`src/design/bult_pkg.sv`:
```
// Shared types, codes and constants for the bounded unsorted list table.
// Used by the controller, the datapath and the top level; depends on nothing.
`default_nettype none

package bult_pkg;

	// Default sizes for the top-level parameters.
	localparam int DEF_MAX_ENTRIES = 16;
	localparam int DEF_KEY_WIDTH   = 32;

	// Fixed widths of the beat fields.
	localparam int CMD_W    = 3;
	localparam int IN_KEY_W = 32;
	localparam int STATUS_W = 3;
	localparam int POS_W    = 4;
	localparam int DATA_W   = 32;
	localparam int COUNT_W  = 5;

	localparam int IN_BEAT_W  = 40;
	localparam int OUT_BEAT_W = 48;

	// Command codes.
	localparam logic [CMD_W-1:0] CMD_INSERT = 3'd0;
	localparam logic [CMD_W-1:0] CMD_UNIQUE = 3'd1;
	localparam logic [CMD_W-1:0] CMD_DELETE = 3'd2;
	localparam logic [CMD_W-1:0] CMD_SEARCH = 3'd3;
	localparam logic [CMD_W-1:0] CMD_CLEAR  = 3'd4;
	localparam logic [CMD_W-1:0] CMD_REWIND = 3'd5;
	localparam logic [CMD_W-1:0] CMD_GET    = 3'd6;

	// Result status codes.
	localparam logic [STATUS_W-1:0] ST_OK        = 3'd0;
	localparam logic [STATUS_W-1:0] ST_FULL      = 3'd1;
	localparam logic [STATUS_W-1:0] ST_NOT_FOUND = 3'd2;
	localparam logic [STATUS_W-1:0] ST_EMPTY     = 3'd3;
	localparam logic [STATUS_W-1:0] ST_DUPLICATE = 3'd4;

	// Datapath action codes issued by the controller.
	localparam int ACT_W = 3;
	localparam logic [ACT_W-1:0] ACT_NONE    = 3'd0;
	localparam logic [ACT_W-1:0] ACT_DECODE  = 3'd1;
	localparam logic [ACT_W-1:0] ACT_SCAN    = 3'd2;
	localparam logic [ACT_W-1:0] ACT_SHIFT   = 3'd3;
	localparam logic [ACT_W-1:0] ACT_GET     = 3'd4;
	localparam logic [ACT_W-1:0] ACT_PUBLISH = 3'd5;

	// Input beat, last field in the lowest bits.
	typedef struct packed {
		logic [4:0]          pad;
		logic [IN_KEY_W-1:0] key;
		logic [CMD_W-1:0]    cmd;
	} in_beat_t;

	// Output beat, last field in the lowest bits.
	typedef struct packed {
		logic [2:0]          pad;
		logic [COUNT_W-1:0]  entry_count;
		logic [DATA_W-1:0]   data_out;
		logic [POS_W-1:0]    position;
		logic                found;
		logic [STATUS_W-1:0] status;
	} out_beat_t;

	// Commands from the controller to the datapath.
	typedef struct packed {
		logic             latch;
		logic [ACT_W-1:0] act;
	} ctrl_t;

	// Status from the datapath to the controller.
	typedef struct packed {
		logic [CMD_W-1:0] cmd;
		logic             empty;
		logic             hit;
		logic             more;
		logic             out_free;
	} stat_t;

endpackage

`default_nettype wire

```
`src/design/bounded_unsorted_list_table_unit.sv`:
```
// A taken command beat is decoded and then published directly for insert, clear, rewind,
// an unused code and any command on an empty table; get-next adds a read step, search and
// insert-unique a scan that compares one key a cycle, and delete that scan, a shift that
// moves the keys behind the match down one a cycle, and a final count update. The next beat
// is taken once the controller is back in idle after publishing; a held result stalls publish.
// Asynchronous active-low reset empties the table and zeroes the cursor; keys are not cleared.
`default_nettype none

module bounded_unsorted_list_table_unit #(
	parameter int MAX_ENTRIES = bult_pkg::DEF_MAX_ENTRIES,
	parameter int KEY_WIDTH   = bult_pkg::DEF_KEY_WIDTH
) (
	input  wire logic                           clk,
	input  wire logic                           arst_n,
	// Command beats.
	input  wire logic                           s_tvalid,
	output logic                                s_tready,
	// Fields from bit 0: cmd[2:0], key[34:3], zero padding[39:35].
	input  wire logic [bult_pkg::IN_BEAT_W-1:0] s_tdata,
	// Result beats.
	output logic                                m_tvalid,
	input  wire logic                           m_tready,
	// Fields from bit 0: status[2:0], found[3], position[7:4], data_out[39:8],
	// entry_count[44:40], zero padding[47:45].
	output logic [bult_pkg::OUT_BEAT_W-1:0]     m_tdata
);

	// The controller walks the command through decode, a scan over the stored
	// keys, the gap-closing shift after a delete, the get-next read and the
	// publish step that moves the finished result into the output register. The
	// datapath owns the key memory and all counters and reports back compare results.
	bult_pkg::ctrl_t ctrl;
	bult_pkg::stat_t st;

	bult_ctrl u_ctrl (
		.clk      (clk),
		.arst_n   (arst_n),
		.in_valid (s_tvalid),
		.in_ready (s_tready),
		.st       (st),
		.ctrl     (ctrl)
	);

	// The output register lets the next command beat be taken while the
	// previous result beat still waits for the downstream side.
	bult_dpath #(
		.MAX_ENTRIES (MAX_ENTRIES),
		.KEY_WIDTH   (KEY_WIDTH)
	) u_dpath (
		.clk       (clk),
		.arst_n    (arst_n),
		.ctrl      (ctrl),
		.in_data   (s_tdata),
		.out_ready (m_tready),
		.out_valid (m_tvalid),
		.out_data  (m_tdata),
		.st        (st)
	);

endmodule

`default_nettype wire

```
`src/design/bult_ctrl.sv`:
```
// Controller state machine of the bounded unsorted list table.
// Depends on bult_pkg for command, action and status types.
`default_nettype none

module bult_ctrl (
	input  wire logic           clk,
	input  wire logic           arst_n,
	input  wire logic           in_valid,
	output logic                in_ready,
	input  wire bult_pkg::stat_t st,
	output bult_pkg::ctrl_t     ctrl
);

	localparam logic [2:0] S_IDLE   = 3'd0;
	localparam logic [2:0] S_DECODE = 3'd1;
	localparam logic [2:0] S_SCAN   = 3'd2;
	localparam logic [2:0] S_SHIFT  = 3'd3;
	localparam logic [2:0] S_GET    = 3'd4;
	localparam logic [2:0] S_FIN    = 3'd5;

	logic [2:0] state_q;
	logic [2:0] state_d;

	assign in_ready = (state_q == S_IDLE);

	always_comb begin
		state_d    = state_q;
		ctrl.latch = 1'b0;
		ctrl.act   = bult_pkg::ACT_NONE;
		unique case (state_q)
			S_IDLE: begin
				ctrl.latch = in_valid;
				if (in_valid) begin
					state_d = S_DECODE;
				end
			end
			S_DECODE: begin
				ctrl.act = bult_pkg::ACT_DECODE;
				state_d  = S_FIN;
				unique case (st.cmd) inside
					bult_pkg::CMD_UNIQUE, bult_pkg::CMD_DELETE, bult_pkg::CMD_SEARCH: begin
						if (!st.empty) begin
							state_d = S_SCAN;
						end
					end
					bult_pkg::CMD_GET: begin
						if (!st.empty) begin
							state_d = S_GET;
						end
					end
					default: begin
						state_d = S_FIN;
					end
				endcase
			end
			S_SCAN: begin
				ctrl.act = bult_pkg::ACT_SCAN;
				if (st.hit) begin
					state_d = (st.cmd == bult_pkg::CMD_DELETE) ? S_SHIFT : S_FIN;
				end else if (!st.more) begin
					state_d = S_FIN;
				end
			end
			S_SHIFT: begin
				ctrl.act = bult_pkg::ACT_SHIFT;
				if (!st.more) begin
					state_d = S_FIN;
				end
			end
			S_GET: begin
				ctrl.act = bult_pkg::ACT_GET;
				state_d  = S_FIN;
			end
			S_FIN: begin
				ctrl.act = bult_pkg::ACT_PUBLISH;
				if (st.out_free) begin
					state_d = S_IDLE;
				end
			end
			default: begin
				state_d = S_IDLE;
			end
		endcase
	end

	always_ff @(posedge clk or negedge arst_n) begin
		if (!arst_n) begin
			state_q <= S_IDLE;
		end else begin
			state_q <= state_d;
		end
	end

endmodule

`default_nettype wire

```
`src/design/bult_dpath.sv`:
```
// Datapath of the bounded unsorted list table: key memory, count, cursor,
// scan index, result and output registers. Depends on bult_pkg.
`default_nettype none

module bult_dpath #(
	parameter int MAX_ENTRIES = bult_pkg::DEF_MAX_ENTRIES,
	parameter int KEY_WIDTH   = bult_pkg::DEF_KEY_WIDTH
) (
	input  wire logic                              clk,
	input  wire logic                              arst_n,
	input  wire bult_pkg::ctrl_t                   ctrl,
	input  wire logic [bult_pkg::IN_BEAT_W-1:0]    in_data,
	input  wire logic                              out_ready,
	output logic                                   out_valid,
	output logic [bult_pkg::OUT_BEAT_W-1:0]        out_data,
	output bult_pkg::stat_t                        st
);

	localparam int IW = $clog2(MAX_ENTRIES);
	localparam int CW = $clog2(MAX_ENTRIES + 1);

	bult_pkg::in_beat_t  in_beat;
	bult_pkg::out_beat_t out_q;

	logic [KEY_WIDTH-1:0] mem [MAX_ENTRIES];
	logic [KEY_WIDTH-1:0] rd_data_q;

	logic [bult_pkg::CMD_W-1:0]    cmd_q;
	logic [KEY_WIDTH-1:0]          key_q;
	logic [CW-1:0]                 count_q, count_d;
	logic [IW-1:0]                 cursor_q, cursor_d;
	logic [IW-1:0]                 idx_q, idx_d;
	logic [IW-1:0]                 pos_q, pos_d;
	logic [bult_pkg::STATUS_W-1:0] res_status_q, res_status_d;
	logic                          res_found_q, res_found_d;
	logic [KEY_WIDTH-1:0]          res_data_q, res_data_d;
	logic                          out_valid_q;

	logic                 we;
	logic [IW-1:0]        wa;
	logic [KEY_WIDTH-1:0] wd;
	logic [IW-1:0]        ra;

	logic          full;
	logic          empty;
	logic          hit;
	logic          more;
	logic          out_free;
	logic [CW-1:0] idx_p1;
	logic [CW-1:0] pos_p1;
	logic [IW-1:0] cur_eff;

	assign in_beat  = bult_pkg::in_beat_t'(in_data);
	assign full     = (count_q >= CW'(MAX_ENTRIES));
	assign empty    = (count_q == '0);
	assign hit      = (rd_data_q == key_q);
	assign idx_p1   = CW'(idx_q) + CW'(1);
	assign pos_p1   = CW'(pos_q) + CW'(1);
	assign more     = (idx_p1 < count_q);
	assign out_free = !out_valid_q || out_ready;
	assign cur_eff  = (CW'(cursor_q) >= count_q) ? '0 : cursor_q;

	assign st.cmd      = cmd_q;
	assign st.empty    = empty;
	assign st.hit      = hit;
	assign st.more     = more;
	assign st.out_free = out_free;

	always_comb begin
		count_d      = count_q;
		cursor_d     = cursor_q;
		idx_d        = idx_q;
		pos_d        = pos_q;
		res_status_d = res_status_q;
		res_found_d  = res_found_q;
		res_data_d   = res_data_q;
		we           = 1'b0;
		wa           = IW'(count_q);
		wd           = key_q;
		ra           = '0;
		unique case (ctrl.act)
			bult_pkg::ACT_DECODE: begin
				res_status_d = bult_pkg::ST_OK;
				res_found_d  = 1'b0;
				res_data_d   = '0;
				pos_d        = '0;
				idx_d        = '0;
				case (cmd_q) inside
					bult_pkg::CMD_INSERT: begin
						if (full) begin
							res_status_d = bult_pkg::ST_FULL;
						end else begin
							we      = 1'b1;
							count_d = count_q + CW'(1);
						end
					end
					bult_pkg::CMD_UNIQUE: begin
						// An empty table holds no duplicate, so append at once.
						if (empty) begin
							we      = 1'b1;
							count_d = count_q + CW'(1);
						end
					end
					bult_pkg::CMD_DELETE, bult_pkg::CMD_SEARCH: begin
						if (empty) begin
							res_status_d = bult_pkg::ST_NOT_FOUND;
						end
					end
					bult_pkg::CMD_CLEAR: begin
						count_d  = '0;
						cursor_d = '0;
					end
					bult_pkg::CMD_REWIND: begin
						cursor_d = '0;
					end
					bult_pkg::CMD_GET: begin
						if (empty) begin
							res_status_d = bult_pkg::ST_EMPTY;
						end else begin
							ra    = cur_eff;
							pos_d = cur_eff;
						end
					end
					default: begin
						res_status_d = bult_pkg::ST_OK;
					end
				endcase
			end
			bult_pkg::ACT_SCAN: begin
				if (hit) begin
					res_found_d = 1'b1;
					pos_d       = idx_q;
					if (cmd_q == bult_pkg::CMD_UNIQUE) begin
						res_status_d = bult_pkg::ST_DUPLICATE;
					end
					// Fetch the entry behind the match for the gap closing.
					ra = IW'(idx_p1);
				end else if (more) begin
					idx_d = IW'(idx_p1);
					ra    = IW'(idx_p1);
				end else if (cmd_q == bult_pkg::CMD_UNIQUE) begin
					if (full) begin
						res_status_d = bult_pkg::ST_FULL;
					end else begin
						we      = 1'b1;
						count_d = count_q + CW'(1);
					end
				end else begin
					res_status_d = bult_pkg::ST_NOT_FOUND;
				end
			end
			bult_pkg::ACT_SHIFT: begin
				if (more) begin
					we    = 1'b1;
					wa    = idx_q;
					wd    = rd_data_q;
					idx_d = IW'(idx_p1);
					ra    = idx_q + IW'(2);
				end else begin
					count_d = count_q - CW'(1);
				end
			end
			bult_pkg::ACT_GET: begin
				res_data_d = rd_data_q;
				cursor_d   = (pos_p1 >= count_q) ? '0 : IW'(pos_p1);
			end
			default: begin
				ra = '0;
			end
		endcase
	end

	// Key store: one write port and one registered read port.
	always_ff @(posedge clk) begin
		if (we) begin
			mem[wa] <= wd;
		end
		rd_data_q <= mem[ra];
	end

	always_ff @(posedge clk) begin
		if (ctrl.latch) begin
			cmd_q <= in_beat.cmd;
			key_q <= KEY_WIDTH'(in_beat.key);
		end
		idx_d_reg: begin
			idx_q        <= idx_d;
			pos_q        <= pos_d;
			res_status_q <= res_status_d;
			res_found_q  <= res_found_d;
			res_data_q   <= res_data_d;
		end
		if ((ctrl.act == bult_pkg::ACT_PUBLISH) && out_free) begin
			out_q.pad         <= '0;
			out_q.entry_count <= bult_pkg::COUNT_W'(count_q);
			out_q.data_out    <= bult_pkg::DATA_W'(res_data_q);
			out_q.position    <= bult_pkg::POS_W'(pos_q);
			out_q.found       <= res_found_q;
			out_q.status      <= res_status_q;
		end
	end

	always_ff @(posedge clk or negedge arst_n) begin
		if (!arst_n) begin
			count_q     <= '0;
			cursor_q    <= '0;
			out_valid_q <= 1'b0;
		end else begin
			count_q  <= count_d;
			cursor_q <= cursor_d;
			if ((ctrl.act == bult_pkg::ACT_PUBLISH) && out_free) begin
				out_valid_q <= 1'b1;
			end else if (out_ready) begin
				out_valid_q <= 1'b0;
			end
		end
	end

	assign out_valid = out_valid_q;
	assign out_data  = out_q;

endmodule

`default_nettype wire

```
`config.mk`:
```
export PLATFORM = sky130hd
export DESIGN_NAME = bounded_unsorted_list_table_unit
export DESIGN_NICKNAME = d
export VERILOG_FILES = /design/src/design/bult_pkg.sv /design/src/design/bounded_unsorted_list_table_unit.sv /design/src/design/bult_ctrl.sv /design/src/design/bult_dpath.sv
export SDC_FILE = /design/constraint.sdc
export NUM_CORES = 1
export LEC_CHECK = 0
export ABC_AREA = 1
export ABC_CLOCK_PERIOD_IN_PS = 12500
export BUFFER_PORTS_ARGS = -buffer_cell sky130_fd_sc_hd__buf_2
export CELL_PAD_IN_SITES_DETAIL_PLACEMENT = 1
export CELL_PAD_IN_SITES_GLOBAL_PLACEMENT = 1
export CORE_MARGIN = 3
export CORE_UTILIZATION = 45
export DETAILED_ROUTE_END_ITERATION = 8
export PLACE_DENSITY = 0.69
export SETUP_SLACK_MARGIN = 0.2
export SYNTH_ARGS = -nofsm -noshare
export SYNTH_HDL_FRONTEND = slang
export SYNTH_SLANG_ARGS = --single-unit
```
`constraint.sdc`:
```
create_clock -name clk -period 12.5 [get_ports clk]
set_input_delay 0 -clock clk [delete_from_list [all_inputs] [get_ports clk]]
set_output_delay 0 -clock clk [all_outputs]
set_load 0.05 [all_outputs]
```
==> impl_metrics.csv <==
group,metric,value,unit
outcome,status,"complete, no violations",
yosys,synthMuxAreaShare,0,%
timing,post-route-period-util,52.1,%
finish,drive_above_1_share,10.7,%
yosys,syn_area,29700,um^2
yosys,synthTopCellsByArea,"edfxtp_1 64%, nand3_1 10%, nand2_1 6.9%, inv_1 5.1%, dfxtp_1 2.2%",
floorplanning,core,64900,um^2
pwr,comb_power_share,19.9,%
placement,pre_cts_slack,5.99,ns
yosys,yosysWarnings,0,
finish,seqCellArea,20100,um^2
pwr,power_density,191,nW/um^2
clock_network,cts_sinks,681,
yosys,seq_area_frac_synth,67.5,%
timing,rsz0062_at_grt,"no",
timing,whs,0.0826,ns
clock_network,tritoncts,"yes",
floorplanning,dieArea,69100,um^2
pwr,worst_ir_drop_vdd,0.138,mV
timing,setup_ws,5.99,ns
yosys,syn_area_per_cell,10.9,um^2
drt,drt-initial-drc-count,1774,
grt,grtUsageTotal,24.3,%
finish,diodes,0,
timing,setup_tns,0,ns
yosys,synth-edff-count,636,
pwr,intPower,4.45,mW
grt,overflow,0,
pwr,p_clk_share,33.6,%
drt,firstDrtPassIters,6,
timing,drv_slew,0,
timing,setup_viol,0,
min_path,hold_class,"primary input to register",
yosys,ys.flop_type,"edfxtp_1",
grt,grt_pass1_vias,21800,
finish,area_delta_synth_final,13.7,%
pwr,power.switching,2.00,mW
yosys,synth-async-reset-ratio,1.91,%
worst_setup_path,r2r_end,"u_dpath.rd_data_q[19]",
drt,remaining_drc_errors,0,
placement,hpwl,44100,um
clock_network,clock_latency,0.63,ns
finish,nNetsFinal,2907,
drt,viasPerCell,5.49,
drt,vias,20600,
worst_setup_path,regToRegSetupSlack,5.99,ns
placement,post-place-cells,3582,
worst_setup_path,crit-reg2reg-launch,"u_dpath.idx_q[2]",
worst_setup_path,worstPathMaxFanout,107,
yosys,synthXorXnorAreaFrac,0.855,%
yosys,yosysUniqueCellTypes,45,
worst_setup_path,endpoint_kind,"register",
placement,gp_congestion,0.838,
drt,routed_wl,84700,um
floorplanning,dieHeight,263,um
yosys,synth_compound_area_share,1.94,%
worst_setup_path,required,13.01,ns
worst_setup_path,worstPathArrival,7.02,ns
drt,avgRoutedWirePerCell,22.5,um
yosys,syn_inst,2726,
placement,io_buffer_count,85,
pwr,power.leakage,13.6,nW
yosys,yosys.area_share.simple,20.5,%
timing,fin_crit,6.51,ns
yosys,synth_top_area_share,64.3,%
timing,clock_skew,0.0272,ns
finish,final_cell_count_no_fill,3758,
finish,multi_input_area,7360,um^2
min_path,min_delay_path_depth,2,
worst_setup_path,critPathLaunchType,"register",
pwr,sequentialPowerShare,46.5,%
floorplanning,start_util,45.7,%
yosys,synth-seq-cells,681,
yosys,synth_top_family_by_area,"simple AND/OR/NAND/NOR gates",
clock_network,clk_root_buffer_cell,"clkbuf_16",
clock_network,cts_made_buffers,74,
timing,max_freq,154,MHz
clock_network,clk_pin_slew,0.06,ns
yosys,yosys.area_share.adder,0.885,%
timing,tightest_slew,1.21,ns
worst_setup_path,worstSetupPathType,"register to register",
floorplanning,io_pins,94,
finish,fillCellCount,6934,
timing,relSlewSlack,18.8,%
yosys,yosys.area.top_type,"edfxtp_1",
pwr,netSwitchingFraction,31.0,%
grt,antenna_found_initial,0,
min_path,hp-start,"s_tdata[30]",
timing,finalHoldViolations,0,
clock_network,cts_setup_buffers,0,
clock_network,cts_buffer_depth,3,
drt,postRouteAntennaNets,0,
worst_setup_path,r2r_cells,23,
clock_network,cts_resized,0,
clock_network,cts_hold_repair.buffers,39,
clock_network,cts.htree.levels,3,
min_path,hold_end,"u_dpath.key_q[27]",
job,cap_violations,0,
grt,grt_max_degree,205,
grt,grt_pass1_wl,129000,um
floorplanning,die_w,263,um
floorplanning,std_cell_rows,93,
-- layout make-up --
type / count / share of cell area, %
Sequential cell: 681 / 59.4
Timing Repair Buffer: 186 / 3.87
Clock inverter: 37 / 1.10
Inverter: 420 / 4.70
Tap cell: 855 / 3.17
Multi-Input combinational cell: 1479 / 21.8
Clock buffer: 100 / 5.95
-- registers in the layout (all words and copies together) (netlist names), 3 cells and up --
register and count:
u_dpath.res_data_q 32, u_dpath.out_data 45, u_ctrl.state_q 3, u_dpath.cmd_q 3, u_dpath.res_status_q 3, u_dpath.cursor_q 4
u_dpath.rd_data_q 32, u_dpath.count_q 5, u_dpath.mem 512, u_dpath.key_q 32, u_dpath.idx_q 4, u_dpath.pos_q 4
-- layer usage --
metal / track usage [%] / wire [um]
met4: 7.21 / 2280
met1: 31.9 / 36400
met5: 0 / 0
met3: 3.44 / 3720
met2: 42.2 / 42300
-- Yosys cell counts (2+ instances only) --
| cell type | n |
|---|---|
| nand2_1 | 547 |
| a21oi_2 | 2 |
| buf_2 | 87 |
| buf_4 | 16 |
| ha_1 | 21 |
| xor2_1 | 6 |
| o211ai_1 | 3 |
| nor2_2 | 3 |
| o21ai_0 | 70 |
| o21a_1 | 4 |
| nor2_4 | 5 |
| edfxtp_1 | 636 |
| nor2_1 | 91 |
| nand3_2 | 2 |
| nand2_4 | 2 |
| o311ai_0 | 2 |
| dfxtp_1 | 32 |
| dfrtp_1 | 13 |
| o22ai_1 | 2 |
| nor4_1 | 2 |
| buf_6 | 19 |
| nand2_2 | 2 |
| o221ai_1 | 3 |
| nand4_1 | 3 |
| o31ai_1 | 2 |
| nand3b_1 | 65 |
| nor3_1 | 4 |
| inv_1 | 403 |
| nand3_1 | 593 |
| xnor2_1 | 23 |
| clkbuf_1 | 16 |
| inv_2 | 15 |
| buf_1 | 9 |
| a21oi_1 | 12 |
-- per-stage QoR --
step	util [%]	power (mW)	area [um^2]
2_1_floorplan	-	3.87	29700
3_3_place_gp	47.7	4.25	31000
3_5_place_dp	47.7	4.32	31000
4_1_cts	52.0	6.49	33800
5_1_grt	52.0	6.72	33800
6_report	52.0	6.45	33800
-- critical path, cell delays in order (launching register included) --
cell      delay [ns]
edfxtp_1        0.51
ha_1            0.27
nor2_1          0.14
a21oi_1         0.06
o21ai_0         0.10
inv_1           0.12
ha_1            0.28
nand2_1         0.09
nor2_1          0.05
o21ai_0         0.06
nand2_1         0.35
inv_1           0.34
ha_1            0.20
inv_1           0.04
nand2_1         0.09
nand3_4         0.57
nand2_8         0.79
buf_4           0.81
buf_4           0.80
nand2_1         0.13
nand3_1         0.13
nand3_1         0.11
nand3_1         0.13
nand2_1         0.06
-- power groups by stage --
| stage | clock (mW) | combinational [mW] | sequential (mW) |
|---|---|---|---|
| 5_1_grt | 2.29 | 1.41 | 3.02 |
| 4_1_cts | 2.20 | 1.29 | 3.00 |
| 3_5_place_dp | 0 | 1.27 | 3.04 |
| 3_3_place_gp | 0 | 1.22 | 3.03 |
| 6_report | 2.17 | 1.28 | 3.00 |
| 2_1_floorplan | 0 | 0.671 | 3.20 |
-- cells in the final DEF, fill, tap and decap left out, types with 32 or more instances in the layout --
cell,netlist,routed
inv_1,403,402
dlygate4sd3_1,0,39
o21ai_0,70,67
nor2_1,91,73
nand2_1,547,545
buf_2,87,85
nand3b_1,65,65
dfxtp_1,32,32
buf_4,16,60
clkbuf_16,0,74
edfxtp_1,636,636
nand3_1,593,593
-- worst max path at each step --
stage / depth (start not counted) / slack [ns] / from / to
2_1_floorplan: 14 / 8.36 / u_dpath.idx_q[2] / u_dpath.mem[0][0]
3_3_place_gp: 19 / 6.19 / u_dpath.idx_q[0] / u_dpath.rd_data_q[17]
3_5_place_dp: 23 / 5.99 / u_dpath.idx_q[2] / u_dpath.rd_data_q[15]
4_1_cts: 23 / 5.94 / u_dpath.idx_q[2] / u_dpath.rd_data_q[19]
5_1_grt: 23 / 5.37 / u_dpath.idx_q[2] / u_dpath.rd_data_q[19]
6_report: 23 / 5.99 / u_dpath.idx_q[2] / u_dpath.rd_data_q[19]
-- kinds of logic (layout without fill, tap and decap cells) --
kind of cell    after synthesis  after routing
xor+xnor                     29             29
fa+ha+maj                    21             21
simple gates               1323           1323
buf+inv                     568            743
other cells                   1              3
flops                       681            681
compound gates              103            103
(Power assumes the default switching activity.)
